### config.mk
export PLATFORM = sky130hd
export DESIGN_NAME = ebcdic_ascii_record_converter
export DESIGN_NICKNAME = d
export VERILOG_FILES = /design/src/design/ebarc_pkg.sv /design/src/design/ebarc_front.sv /design/src/design/ebarc_queue.sv /design/src/design/ebarc_back.sv /design/src/design/ebcdic_ascii_record_converter.sv
export VERILOG_INCLUDE_DIRS = /design/src /design/src/design
export SDC_FILE = /design/constraint.sdc
export NUM_CORES = 1
export LEC_CHECK = 0
export ABC_AREA = 1
export BUFFER_PORTS_ARGS = -buffer_cell sky130_fd_sc_hd__buf_4
export CAP_MARGIN = 40
export CORE_ASPECT_RATIO = 0.9
export CORE_MARGIN = 2
export CORE_UTILIZATION = 55
export DETAILED_ROUTE_END_ITERATION = 10
export PLACE_DENSITY = 0.76
export SLEW_MARGIN = 20
export SYNTH_ARGS = -nofsm -noshare
export SYNTH_HDL_FRONTEND = slang
export SYNTH_SLANG_ARGS = --single-unit
### constraint.sdc
create_clock -name i_clk -period 5.2 [get_ports i_clk]
set_input_delay 0.26 -clock i_clk [delete_from_list [all_inputs] [get_ports i_clk]]
set_output_delay 0.26 -clock i_clk [all_outputs]
set_load 0.01 [all_outputs]
### src/design/assert_macros.svh
// assertion macros shared by the rtl files
`ifndef ASSERT_MACROS_SVH
`define ASSERT_MACROS_SVH

// condition holds at every clock edge out of reset
`define ASSERT_ALWAYS(lbl, clk, rstn, cond) \
    lbl: assert property (@(posedge clk) disable iff (!rstn) (cond)) \
        else $error("assertion failed");

// antecedent implies consequent on the next edge
`define ASSERT_NEXT(lbl, clk, rstn, ante, cons) \
    lbl: assert property (@(posedge clk) disable iff (!rstn) (ante) |=> (cons)) \
        else $error("assertion failed");

`endif

### src/design/ebarc_pkg.sv
// shared types, tables and helper functions of the record converter
`default_nettype none
package ebarc_pkg;

    localparam int C_MAX_RECORD = 4096;
    localparam int LW           = 17;   // width for length arithmetic
    localparam int BW           = 8;
    localparam int RW           = 13;
    localparam int TW           = 32;
    localparam int NRES         = 3;

    localparam logic [2:0] MODE_COPY  = 3'd0;
    localparam logic [2:0] MODE_E2A   = 3'd1;
    localparam logic [2:0] MODE_UNBLK = 3'd2;
    localparam logic [2:0] MODE_A2E   = 3'd3;
    localparam logic [2:0] MODE_A2IBM = 3'd4;
    localparam logic [2:0] MODE_BLK   = 3'd5;

    localparam logic [1:0] REG_CONV_MODE = 2'd0;
    localparam logic [1:0] REG_CASE_MODE = 2'd1;
    localparam logic [1:0] REG_REC_LEN   = 2'd2;

    localparam logic [7:0] CH_SPACE = 8'h20;
    localparam logic [7:0] CH_NL    = 8'h0a;

    // one classified item: up to three results plus the running count
    typedef struct packed {
        logic [1:0]                cnt;
        logic [NRES-1:0][BW-1:0]   val;
        logic [NRES-1:0][RW-1:0]   rep;
        logic [TW-1:0]             trunc;
    } t_cmd;

    localparam logic [7:0] E2A [256] = '{
        8'o000,8'o001,8'o002,8'o003,8'o234,8'o011,8'o206,8'o177,
        8'o227,8'o215,8'o216,8'o013,8'o014,8'o015,8'o016,8'o017,
        8'o020,8'o021,8'o022,8'o023,8'o235,8'o205,8'o010,8'o207,
        8'o030,8'o031,8'o222,8'o217,8'o034,8'o035,8'o036,8'o037,
        8'o200,8'o201,8'o202,8'o203,8'o204,8'o012,8'o027,8'o033,
        8'o210,8'o211,8'o212,8'o213,8'o214,8'o005,8'o006,8'o007,
        8'o220,8'o221,8'o026,8'o223,8'o224,8'o225,8'o226,8'o004,
        8'o230,8'o231,8'o232,8'o233,8'o024,8'o025,8'o236,8'o032,
        8'o040,8'o240,8'o241,8'o242,8'o243,8'o244,8'o245,8'o246,
        8'o247,8'o250,8'o133,8'o056,8'o074,8'o050,8'o053,8'o041,
        8'o046,8'o251,8'o252,8'o253,8'o254,8'o255,8'o256,8'o257,
        8'o260,8'o261,8'o135,8'o044,8'o052,8'o051,8'o073,8'o136,
        8'o055,8'o057,8'o262,8'o263,8'o264,8'o265,8'o266,8'o267,
        8'o270,8'o271,8'o174,8'o054,8'o045,8'o137,8'o076,8'o077,
        8'o272,8'o273,8'o274,8'o275,8'o276,8'o277,8'o300,8'o301,
        8'o302,8'o140,8'o072,8'o043,8'o100,8'o047,8'o075,8'o042,
        8'o303,8'o141,8'o142,8'o143,8'o144,8'o145,8'o146,8'o147,
        8'o150,8'o151,8'o304,8'o305,8'o306,8'o307,8'o310,8'o311,
        8'o312,8'o152,8'o153,8'o154,8'o155,8'o156,8'o157,8'o160,
        8'o161,8'o162,8'o313,8'o314,8'o315,8'o316,8'o317,8'o320,
        8'o321,8'o176,8'o163,8'o164,8'o165,8'o166,8'o167,8'o170,
        8'o171,8'o172,8'o322,8'o323,8'o324,8'o325,8'o326,8'o327,
        8'o330,8'o331,8'o332,8'o333,8'o334,8'o335,8'o336,8'o337,
        8'o340,8'o341,8'o342,8'o343,8'o344,8'o345,8'o346,8'o347,
        8'o173,8'o101,8'o102,8'o103,8'o104,8'o105,8'o106,8'o107,
        8'o110,8'o111,8'o350,8'o351,8'o352,8'o353,8'o354,8'o355,
        8'o175,8'o112,8'o113,8'o114,8'o115,8'o116,8'o117,8'o120,
        8'o121,8'o122,8'o356,8'o357,8'o360,8'o361,8'o362,8'o363,
        8'o134,8'o237,8'o123,8'o124,8'o125,8'o126,8'o127,8'o130,
        8'o131,8'o132,8'o364,8'o365,8'o366,8'o367,8'o370,8'o371,
        8'o060,8'o061,8'o062,8'o063,8'o064,8'o065,8'o066,8'o067,
        8'o070,8'o071,8'o372,8'o373,8'o374,8'o375,8'o376,8'o377
    };

    localparam logic [7:0] A2E [256] = '{
        8'o000,8'o001,8'o002,8'o003,8'o067,8'o055,8'o056,8'o057,
        8'o026,8'o005,8'o045,8'o013,8'o014,8'o015,8'o016,8'o017,
        8'o020,8'o021,8'o022,8'o023,8'o074,8'o075,8'o062,8'o046,
        8'o030,8'o031,8'o077,8'o047,8'o034,8'o035,8'o036,8'o037,
        8'o100,8'o117,8'o177,8'o173,8'o133,8'o154,8'o120,8'o175,
        8'o115,8'o135,8'o134,8'o116,8'o153,8'o140,8'o113,8'o141,
        8'o360,8'o361,8'o362,8'o363,8'o364,8'o365,8'o366,8'o367,
        8'o370,8'o371,8'o172,8'o136,8'o114,8'o176,8'o156,8'o157,
        8'o174,8'o301,8'o302,8'o303,8'o304,8'o305,8'o306,8'o307,
        8'o310,8'o311,8'o321,8'o322,8'o323,8'o324,8'o325,8'o326,
        8'o327,8'o330,8'o331,8'o342,8'o343,8'o344,8'o345,8'o346,
        8'o347,8'o350,8'o351,8'o112,8'o340,8'o132,8'o137,8'o155,
        8'o171,8'o201,8'o202,8'o203,8'o204,8'o205,8'o206,8'o207,
        8'o210,8'o211,8'o221,8'o222,8'o223,8'o224,8'o225,8'o226,
        8'o227,8'o230,8'o231,8'o242,8'o243,8'o244,8'o245,8'o246,
        8'o247,8'o250,8'o251,8'o300,8'o152,8'o320,8'o241,8'o007,
        8'o040,8'o041,8'o042,8'o043,8'o044,8'o025,8'o006,8'o027,
        8'o050,8'o051,8'o052,8'o053,8'o054,8'o011,8'o012,8'o033,
        8'o060,8'o061,8'o032,8'o063,8'o064,8'o065,8'o066,8'o010,
        8'o070,8'o071,8'o072,8'o073,8'o004,8'o024,8'o076,8'o341,
        8'o101,8'o102,8'o103,8'o104,8'o105,8'o106,8'o107,8'o110,
        8'o111,8'o121,8'o122,8'o123,8'o124,8'o125,8'o126,8'o127,
        8'o130,8'o131,8'o142,8'o143,8'o144,8'o145,8'o146,8'o147,
        8'o150,8'o151,8'o160,8'o161,8'o162,8'o163,8'o164,8'o165,
        8'o166,8'o167,8'o170,8'o200,8'o212,8'o213,8'o214,8'o215,
        8'o216,8'o217,8'o220,8'o232,8'o233,8'o234,8'o235,8'o236,
        8'o237,8'o240,8'o252,8'o253,8'o254,8'o255,8'o256,8'o257,
        8'o260,8'o261,8'o262,8'o263,8'o264,8'o265,8'o266,8'o267,
        8'o270,8'o271,8'o272,8'o273,8'o274,8'o275,8'o276,8'o277,
        8'o312,8'o313,8'o314,8'o315,8'o316,8'o317,8'o332,8'o333,
        8'o334,8'o335,8'o336,8'o337,8'o352,8'o353,8'o354,8'o355,
        8'o356,8'o357,8'o372,8'o373,8'o374,8'o375,8'o376,8'o377
    };

    function automatic logic [7:0] fold_case(input logic [7:0] c, input logic [1:0] cm);
        logic [7:0] r;
        r = c;
        if (cm[1] && r >= 8'h61 && r <= 8'h7a) r = r - 8'h20;
        if (cm[0] && r >= 8'h41 && r <= 8'h5a) r = r + 8'h20;
        return r;
    endfunction

    function automatic logic [7:0] to_ebcdic(input logic [2:0] mode, input logic [7:0] c);
        logic [7:0] r;
        r = A2E[c];
        if (mode == MODE_BLK) begin
            r = c;
        end else if (mode == MODE_A2IBM) begin
            if (c == 8'd33)  r = 8'd90;
            if (c == 8'd91)  r = 8'd173;
            if (c == 8'd93)  r = 8'd189;
            if (c == 8'd124) r = 8'd79;
        end
        return r;
    endfunction

endpackage
`default_nettype wire

### src/design/ebarc_front.sv
// front end: config registers, record state and classification of each item
`default_nettype none
module ebarc_front
    import ebarc_pkg::*;
#(
    parameter int MAX_RECORD = C_MAX_RECORD
) (
    input  wire logic        i_clk,
    input  wire logic        i_rst_n,
    input  wire logic        i_cfg_we,
    input  wire logic [1:0]  i_cfg_idx,
    input  wire logic [12:0] i_cfg_data,
    input  wire logic        i_valid,
    input  wire logic [7:0]  i_byte,
    input  wire logic        i_full,
    output logic             o_ready,
    output logic             o_push,
    output t_cmd             o_cmd
);
    localparam int PW = $clog2(MAX_RECORD + 2);
    localparam logic [LW-1:0] MAXR = LW'(MAX_RECORD);

    logic [2:0]    r_conv;
    logic [1:0]    r_case;
    logic [12:0]   r_rlen;
    logic [PW-1:0] r_pos,   n_pos;
    logic [12:0]   r_pend,  n_pend;
    logic [TW-1:0] r_trunc, n_trunc;

    logic [LW-1:0] len, pos, pos_inc;
    logic [7:0]    c_unb, t_blk, sp_blk;
    logic          acc;
    t_cmd          cmd;

    assign acc     = i_valid && !i_full;
    assign o_ready = !i_full;
    assign o_push  = acc;
    assign o_cmd   = cmd;

    always_comb begin
        len     = (LW'(r_rlen) > MAXR) ? MAXR : LW'(r_rlen);
        pos     = LW'(r_pos);
        pos_inc = pos + 1'b1;
        c_unb   = (r_conv == MODE_E2A) ? E2A[i_byte] : i_byte;
        t_blk   = to_ebcdic(r_conv, fold_case(i_byte, r_case));
        sp_blk  = to_ebcdic(r_conv, CH_SPACE);
        n_pos   = r_pos;
        n_pend  = r_pend;
        n_trunc = r_trunc;
        cmd     = '0;
        if (r_conv == MODE_E2A || r_conv == MODE_UNBLK) begin
            if (len == '0) begin
                cmd.val[0] = fold_case(c_unb, r_case);
                cmd.rep[0] = RW'(1);
                cmd.cnt    = 2'd1;
            end else begin
                if (c_unb == CH_SPACE) begin
                    if (r_pend != 13'h1fff) n_pend = r_pend + 1'b1;
                end else begin
                    // flush held-back spaces before the visible byte
                    if (r_pend != '0) begin
                        cmd.val[0] = CH_SPACE;
                        cmd.rep[0] = r_pend;
                        cmd.cnt    = 2'd1;
                    end
                    n_pend = '0;
                    cmd.val[cmd.cnt] = fold_case(c_unb, r_case);
                    cmd.rep[cmd.cnt] = RW'(1);
                    cmd.cnt          = cmd.cnt + 1'b1;
                end
                n_pos = PW'(pos_inc);
                if (pos_inc >= len) begin
                    cmd.val[cmd.cnt] = CH_NL;
                    cmd.rep[cmd.cnt] = RW'(1);
                    cmd.cnt          = cmd.cnt + 1'b1;
                    n_pos  = '0;
                    n_pend = '0;
                end
            end
        end else if (r_conv == MODE_A2E || r_conv == MODE_A2IBM || r_conv == MODE_BLK) begin
            if (len == '0) begin
                cmd.val[0] = t_blk;
                cmd.rep[0] = RW'(1);
                cmd.cnt    = 2'd1;
            end else if (i_byte == CH_NL) begin
                if (pos < len) begin
                    cmd.val[0] = sp_blk;
                    cmd.rep[0] = RW'(len - pos);
                    cmd.cnt    = 2'd1;
                end
                n_pos = '0;
            end else if (pos < len) begin
                n_pos      = PW'(pos_inc);
                cmd.val[0] = t_blk;
                cmd.rep[0] = RW'(1);
                cmd.cnt    = 2'd1;
            end else if (pos == len) begin
                if (r_trunc != '1) n_trunc = r_trunc + 1'b1;
                n_pos = PW'(pos_inc);
            end
        end else begin
            cmd.val[0] = fold_case(i_byte, r_case);
            cmd.rep[0] = RW'(1);
            cmd.cnt    = 2'd1;
        end
        // nothing emitted: one empty result
        if (cmd.cnt == 2'd0) cmd.cnt = 2'd1;
        cmd.trunc = n_trunc;
    end

    always_ff @(posedge i_clk) begin
        if (!i_rst_n) begin
            r_conv  <= MODE_COPY;
            r_case  <= '0;
            r_rlen  <= '0;
            r_pos   <= '0;
            r_pend  <= '0;
            r_trunc <= '0;
        end else begin
            if (i_cfg_we) begin
                case (i_cfg_idx)
                    REG_CONV_MODE: r_conv <= i_cfg_data[2:0];
                    REG_CASE_MODE: r_case <= i_cfg_data[1:0];
                    REG_REC_LEN:   r_rlen <= i_cfg_data;
                    default: ;
                endcase
            end
            if (acc) begin
                r_pos   <= n_pos;
                r_pend  <= n_pend;
                r_trunc <= n_trunc;
            end
        end
    end

endmodule
`default_nettype wire

### src/design/ebarc_queue.sv
// two-entry command queue between front and back
`default_nettype none
`include "assert_macros.svh"
module ebarc_queue
    import ebarc_pkg::*;
(
    input  wire logic i_clk,
    input  wire logic i_rst_n,
    input  wire logic i_push,
    input  t_cmd      i_cmd,
    input  wire logic i_pop,
    output logic      o_full,
    output logic      o_empty,
    output t_cmd      o_cmd
);
    t_cmd       r_mem [2];
    logic       r_wp, r_rp;
    logic [1:0] r_cnt;

    assign o_full  = (r_cnt == 2'd2);
    assign o_empty = (r_cnt == 2'd0);
    assign o_cmd   = r_mem[r_rp];

    always_ff @(posedge i_clk) begin
        if (i_push) r_mem[r_wp] <= i_cmd;
    end

    always_ff @(posedge i_clk) begin
        if (!i_rst_n) begin
            r_wp  <= 1'b0;
            r_rp  <= 1'b0;
            r_cnt <= '0;
        end else begin
            if (i_push) r_wp <= ~r_wp;
            if (i_pop)  r_rp <= ~r_rp;
            r_cnt <= r_cnt + {1'b0, i_push} - {1'b0, i_pop};
        end
    end

    `ASSERT_ALWAYS(a_no_overflow, i_clk, i_rst_n, !(i_push && o_full))
    `ASSERT_ALWAYS(a_no_underflow, i_clk, i_rst_n, !(i_pop && o_empty))
    `ASSERT_ALWAYS(a_cnt_range, i_clk, i_rst_n, r_cnt != 2'd3)

endmodule
`default_nettype wire

### src/design/ebarc_back.sv
// back end: walks the results of each command into the output register
`default_nettype none
`include "assert_macros.svh"
module ebarc_back
    import ebarc_pkg::*;
(
    input  wire logic   i_clk,
    input  wire logic   i_rst_n,
    input  wire logic   i_empty,
    input  t_cmd        i_cmd,
    output logic        o_pop,
    input  wire logic   i_tready,
    output logic        o_tvalid,
    output logic [55:0] o_tdata,
    output logic        o_tlast
);
    logic        r_valid;
    logic [55:0] r_data;
    logic        r_last;
    logic [1:0]  r_idx;
    logic        load, fin;

    assign load     = (!r_valid || i_tready) && !i_empty;
    assign fin      = (r_idx == i_cmd.cnt - 1'b1);
    assign o_pop    = load && fin;
    assign o_tvalid = r_valid;
    assign o_tdata  = r_data;
    assign o_tlast  = r_last;

    always_ff @(posedge i_clk) begin
        if (load) begin
            r_data <= {3'b000, i_cmd.trunc, i_cmd.rep[r_idx], i_cmd.val[r_idx]};
            r_last <= fin;
        end
    end

    always_ff @(posedge i_clk) begin
        if (!i_rst_n) begin
            r_valid <= 1'b0;
            r_idx   <= '0;
        end else begin
            if (load)            r_valid <= 1'b1;
            else if (i_tready)   r_valid <= 1'b0;
            if (load) r_idx <= fin ? 2'd0 : r_idx + 1'b1;
        end
    end

    `ASSERT_ALWAYS(a_cnt_nonzero, i_clk, i_rst_n, i_empty || (i_cmd.cnt != 2'd0))
    `ASSERT_ALWAYS(a_idx_in_range, i_clk, i_rst_n, i_empty || (r_idx < i_cmd.cnt))
    `ASSERT_NEXT(a_idx_restart, i_clk, i_rst_n, o_pop, r_idx == 2'd0)

endmodule
`default_nettype wire

### src/design/ebcdic_ascii_record_converter.sv
// top level of the ebcdic/ascii record converter
// Usage: one input byte per item on the s_axis channel (tdata[7:0] = in_byte).
// Each item yields one to three result items on m_axis; tdata carries
// out_byte [7:0], repeat_res [20:8], truncated_records [52:21], zero pad above;
// tlast marks the final result of an input byte. repeat_res 0 means no byte.
// Configuration: i_cfg_we writes i_cfg_data to register i_cfg_idx
// (0 conv_mode, 1 case_mode, 2 record_length); write only while idle.
// The first result of a byte is written into the command queue when the byte is
// accepted, then loaded into the output register, before it is valid on m_axis.
// Throughput: one result per cycle while m_axis_tready is high; the results of
// a byte that makes two or three leave the output stage one after another,
// buffered by a two-entry command queue so the front keeps accepting
// meanwhile until both queue entries are taken.
// Reset clears the configuration registers, record position, held spaces and the
// truncation count; no output is valid after reset.
// When the receiver drops tready the output register holds, the queue
// fills and s_axis_tready falls once both queue entries are taken.
`default_nettype none
module ebcdic_ascii_record_converter
    import ebarc_pkg::*;
#(
    parameter int MAX_RECORD = C_MAX_RECORD
) (
    input  wire logic        i_clk,
    input  wire logic        i_rst_n,
    input  wire logic        i_cfg_we,
    input  wire logic [1:0]  i_cfg_idx,
    input  wire logic [12:0] i_cfg_data,
    input  wire logic        s_axis_tvalid,
    output logic             s_axis_tready,
    input  wire logic [7:0]  s_axis_tdata,   // in_byte
    output logic             m_axis_tvalid,
    input  wire logic        m_axis_tready,
    output logic [55:0]      m_axis_tdata,   // out_byte, repeat_res, truncated_records
    output logic             m_axis_tlast
);
    logic push, pop, full, empty;
    t_cmd f_cmd, q_cmd;

    ebarc_front #(.MAX_RECORD(MAX_RECORD)) u_front (
        .i_clk(i_clk), .i_rst_n(i_rst_n),
        .i_cfg_we(i_cfg_we), .i_cfg_idx(i_cfg_idx), .i_cfg_data(i_cfg_data),
        .i_valid(s_axis_tvalid), .i_byte(s_axis_tdata), .i_full(full),
        .o_ready(s_axis_tready), .o_push(push), .o_cmd(f_cmd)
    );

    ebarc_queue u_queue (
        .i_clk(i_clk), .i_rst_n(i_rst_n),
        .i_push(push), .i_cmd(f_cmd), .i_pop(pop),
        .o_full(full), .o_empty(empty), .o_cmd(q_cmd)
    );

    ebarc_back u_back (
        .i_clk(i_clk), .i_rst_n(i_rst_n),
        .i_empty(empty), .i_cmd(q_cmd), .o_pop(pop),
        .i_tready(m_axis_tready), .o_tvalid(m_axis_tvalid),
        .o_tdata(m_axis_tdata), .o_tlast(m_axis_tlast)
    );

endmodule
`default_nettype wire
==> qor.csv <==
stage,metric,value,unit
status,status,"finished, final reports clean",
critical_path,Worst EP required,5.62,ns
floorplanning,cell row count,61,
layout,fin cells,2768,
timing,Worst-Margin Slew,0.807,ns
logic_synthesis,register area share after synthesis,42.4,%
logic_synthesis,Post-Synth XOR/XNOR Area,2.32,%
floorplanning,CORE AREA,30700,um2
timing,TNS Setup,0,ns
timing,final hold vios,0,
detailed_routing,vias per cell,5.79,
cts,CTS tree,yes,
pwr,pwr/cell area,376,nW/um2
logic_synthesis,Seq cells post-synth,268,
layout,share of the core filled with cells,61.9,%
placed_design,detailed placer's ending HPWL,38.6,mm
critical_path,delay of the slowest critical-path stage,0.51,ns
logic_synthesis,Async SR Flop Fraction,0,%
cts,H-tree levels,1,
logic_synthesis,main combinational cell family by area after synthesis,simple AND/OR/NAND/NOR gates,
logic_synthesis,adder-cell share of the synthesized area,5.05,%
grt,largest net degree at the start of global routing,66,
timing,hold slack,0.0451,ns
logic_synthesis,compound-gate portion of the synthesized area,12.0,%
placed_design,Placed Area,17900,um2
flow_run,# Max-Cap Violations,0,
grt,vias in the first global route,14900,
logic_synthesis,cell taking the most area after synthesis,edfxtp_1,
detailed_routing,initial DRC count,2021,
pwr,Leak Pwr,8.56,nW
detailed_routing,drt pass-1 iters,6,
timing,unrepaired setup endpoints after global routing,no,
logic_synthesis,Yosys warnings,0,
floorplanning,Initial Util,55.4,%
critical_path,Crit Path Category,register to register,
cts,Worst-Skew Late Latency,0.55,ns
placed_design,port bufs,83,
detailed_routing,DR vias,16000,
critical_path,critical path arrival,4.92,ns
grt,first-pass GRT wire length,81.4,mm
detailed_routing,post-route antenna net violation count,0,
critical_path,Worst path slowest cell,nor4_1,
layout,fraction of layout instances using a drive strength above 1,9.83,%
placed_design,worst slack at placement,0.854,ns
layout,n_diodes,0,
logic_synthesis,"EDFF count, synth",184,
floorplanning,Die Area,32400,um2
logic_synthesis,Mean Syn Cell Area,7.47,um2
timing,final worst-path cycle share,86.4,%
timing,Max Clock Skew,0.0312,ns
logic_synthesis,Synth Area in Simple Gates,29.6,%
logic_synthesis,top-area cell type share of the netlist area,32.5,%
critical_path,crit path cell chain,nor4_1 -> nand3_1 -> nand2_1 -> nand2_1 -> inv_1 -> ha_1 -> inv_1 -> nor4_1 -> nand4_1 -> nand3_2 -> nand2_1 -> nor2_2 -> nand2_1 -> nor2_2 -> nand2_1 -> nor2_1 -> nand3_1 -> nand2_1 -> nand2_1 -> o21ai_1 -> inv_1,
grt,GRT Overall Usage,32.0,%
critical_path,worst-path maximum fanout,12,
logic_synthesis,ys flop type,edfxtp_1,
logic_synthesis,library cells used by synthesis,58,
floorplanning,die height,171,um
timing,max-slew violations,0,
critical_path,Startpoint Class,register,
placed_design,DP Cell Count,2707,
logic_synthesis,mapped cell area,17000,um2
detailed_routing,DR WL/cell,18.9,um
timing,fmax,222,MHz
timing,Setup-failing EPs final,0,
detailed_routing,final wirelength,52.4,mm
detailed_routing,WL met3,5.05,mm
floorplanning,Die X,189,um
cts,post-CTS setup buffers,0,
cts,CTS Hold Bufs,12,
detailed_routing,DRC viols,0,
timing,Slew headroom,46.0,%
layout,P&R area growth vs syn,11.6,%
cts,root buf cell,clkbuf_16,
detailed_routing,Top Metal Used,met4,
grt,GR Overflow Total,0,
layout,nets@finish,2435,
cts,PostCTS Resize Cnt,0,
timing,post-route minimum period,4.49,ns
logic_synthesis,synth top area cells,"edfxtp_1 (32%), nand2_1 (14%), dfxtp_1 (9.9%), nor2_1 (5.6%), inv_1 (5.3%)",
cts,clock-pin slew on the worst setup and hold paths,0.07,ns
logic_synthesis,Post-Synthesis Cells,2277,
layout,final instance area,19000,um2
detailed_routing,met2 WL post-DR,23.5,mm
detailed_routing,met1 WL,22.3,mm
cts,TritonCTS Buffers,26,
pwr,Max IR drop VDD,0.595,mV
critical_path,CP endpoint kind,register,
cts,Max Buffers Root-to-Sink,3,
pwr,Pwr Total,7.14,mW
timing,Final WS setup,0.705,ns
cts,Clock Sinks,268,
logic_synthesis,post-synthesis mux area share,0.125,%
floorplanning,IO Pins,87,
critical_path,dominant cell type by count on the critical path,nand2_1,
placed_design,GPL Wtd Cong,1.04,
worst_hold_path,Hold Path Class,primary input to register,
grt,antenna violations before repair,0,
worst max-delay path: cells and delay by family, from the launching register on:
family          cells  cell delay [ns]
compound gates      1             0.12
flops               1             0.32
simple gates       16             3.46
buf+inv             3             0.23
fa+ha+maj           1             0.22
final timing paths:
| kind | to | slack (ns) | startpoint | cells past startpoint |
|---|---|---|---|---|
| min | u_back.o_tvalid$_SDFFE_PN0P_ | 0.05 | m_axis_tready | 4 |
| max | u_front.r_trunc[29]$_SDFFE_PN0P_ | 0.71 | u_front.r_rlen[0]$_SDFFE_PN0P_ | 21 |
| min reg2reg | u_queue.r_cnt[1]$_SDFF_PN0_ | 0.49 | u_queue.r_cnt[1]$_SDFF_PN0_ | 1 |
| max reg2reg | u_front.r_trunc[29]$_SDFFE_PN0P_ | 0.71 | u_front.r_rlen[0]$_SDFFE_PN0P_ | 21 |
power breakdown:
part	internal [mW]	switching [mW]
logic	0.728	1.45
clock network	1.14	0.801
registers	2.86	0.158
routing by layer:
metal | vias to the layer above | global-route usage [%]
met5 | - | 0
met4 | 0 | 9.94
met3 | 115 | 5.05
met2 | 839 | 51.5
met1 | 7445 | 44.6
li1 | 7632 | -
cells by family (layout without fill, tap and decap cells):
kind of cell | count (synthesis) | after routing
fa+ha+maj | 68 | 68
compound gates | 369 | 369
other cells | 1 | 3
xor+xnor | 45 | 45
buf+inv | 349 | 429
flops | 268 | 268
simple gates | 1175 | 1175
mux | 2 | 2
cell usage in the layout, fill, tap and decap left out, drive strengths merged, types with 2 or more instances in the layout:
cell and instances:
nand2 647, nor2 270, inv 259, edfxtp 184, o21ai 169, nand3 162, a21oi 130, buf 110
dfxtp 84, ha 67, nor3 43, xor2 42, clkbuf 36, nand4 26, o211ai 15, a22oi 14
nor4 13, dlygate4sd3 12, o22ai 9, or2 8, a31oi 7, clkinv 7, a221o 5, o21bai 4
a211oi 3, xnor2 3, a21boi 3, o31ai 3, conb 3, bufinv 3, nor3b 3, nand3b 2
o21a 2, clkinvlp 2
registers in the layout (all words and copies together), names as in the netlist, 2 cells and up, named ones only:
signal           cells
u_back.o_tdata      53
u_back.r_idx         2
u_front.r_case       2
u_front.r_conv       3
u_front.r_pend      13
u_front.r_pos       13
u_front.r_rlen      13
u_front.r_trunc     32
u_queue.r_cnt        2
u_queue.r_mem      130
cell usage after synthesis, drive strengths merged (2+ instances only):
| library cell | instances |
|---|---|
| a22oi | 14 |
| a21oi | 130 |
| nand3b | 2 |
| nor4 | 13 |
| or2 | 8 |
| ha | 67 |
| nor3b | 3 |
| xor2 | 42 |
| a31oi | 7 |
| o21a | 2 |
| nor2 | 270 |
| buf | 44 |
| clkbuf | 46 |
| inv | 257 |
| nor3 | 43 |
| nand2 | 647 |
| o22ai | 9 |
| nand4 | 26 |
| o21bai | 4 |
| a21boi | 3 |
| dfxtp | 84 |
| edfxtp | 184 |
| o31ai | 3 |
| o211ai | 15 |
| clkinv | 2 |
| a221o | 5 |
| xnor2 | 3 |
| a211oi | 3 |
| o21ai | 169 |
| nand3 | 162 |
area by class of cell:
type	instances	area, um2
tap	409	512
inverter	259	975
multi-input combinational	1662	8390
timing repair buffer	122	1000
clock inverter	12	171
sequential	268	7210
fill	2769	11700
clock buffer	36	728
(Power assumes the default switching activity.)
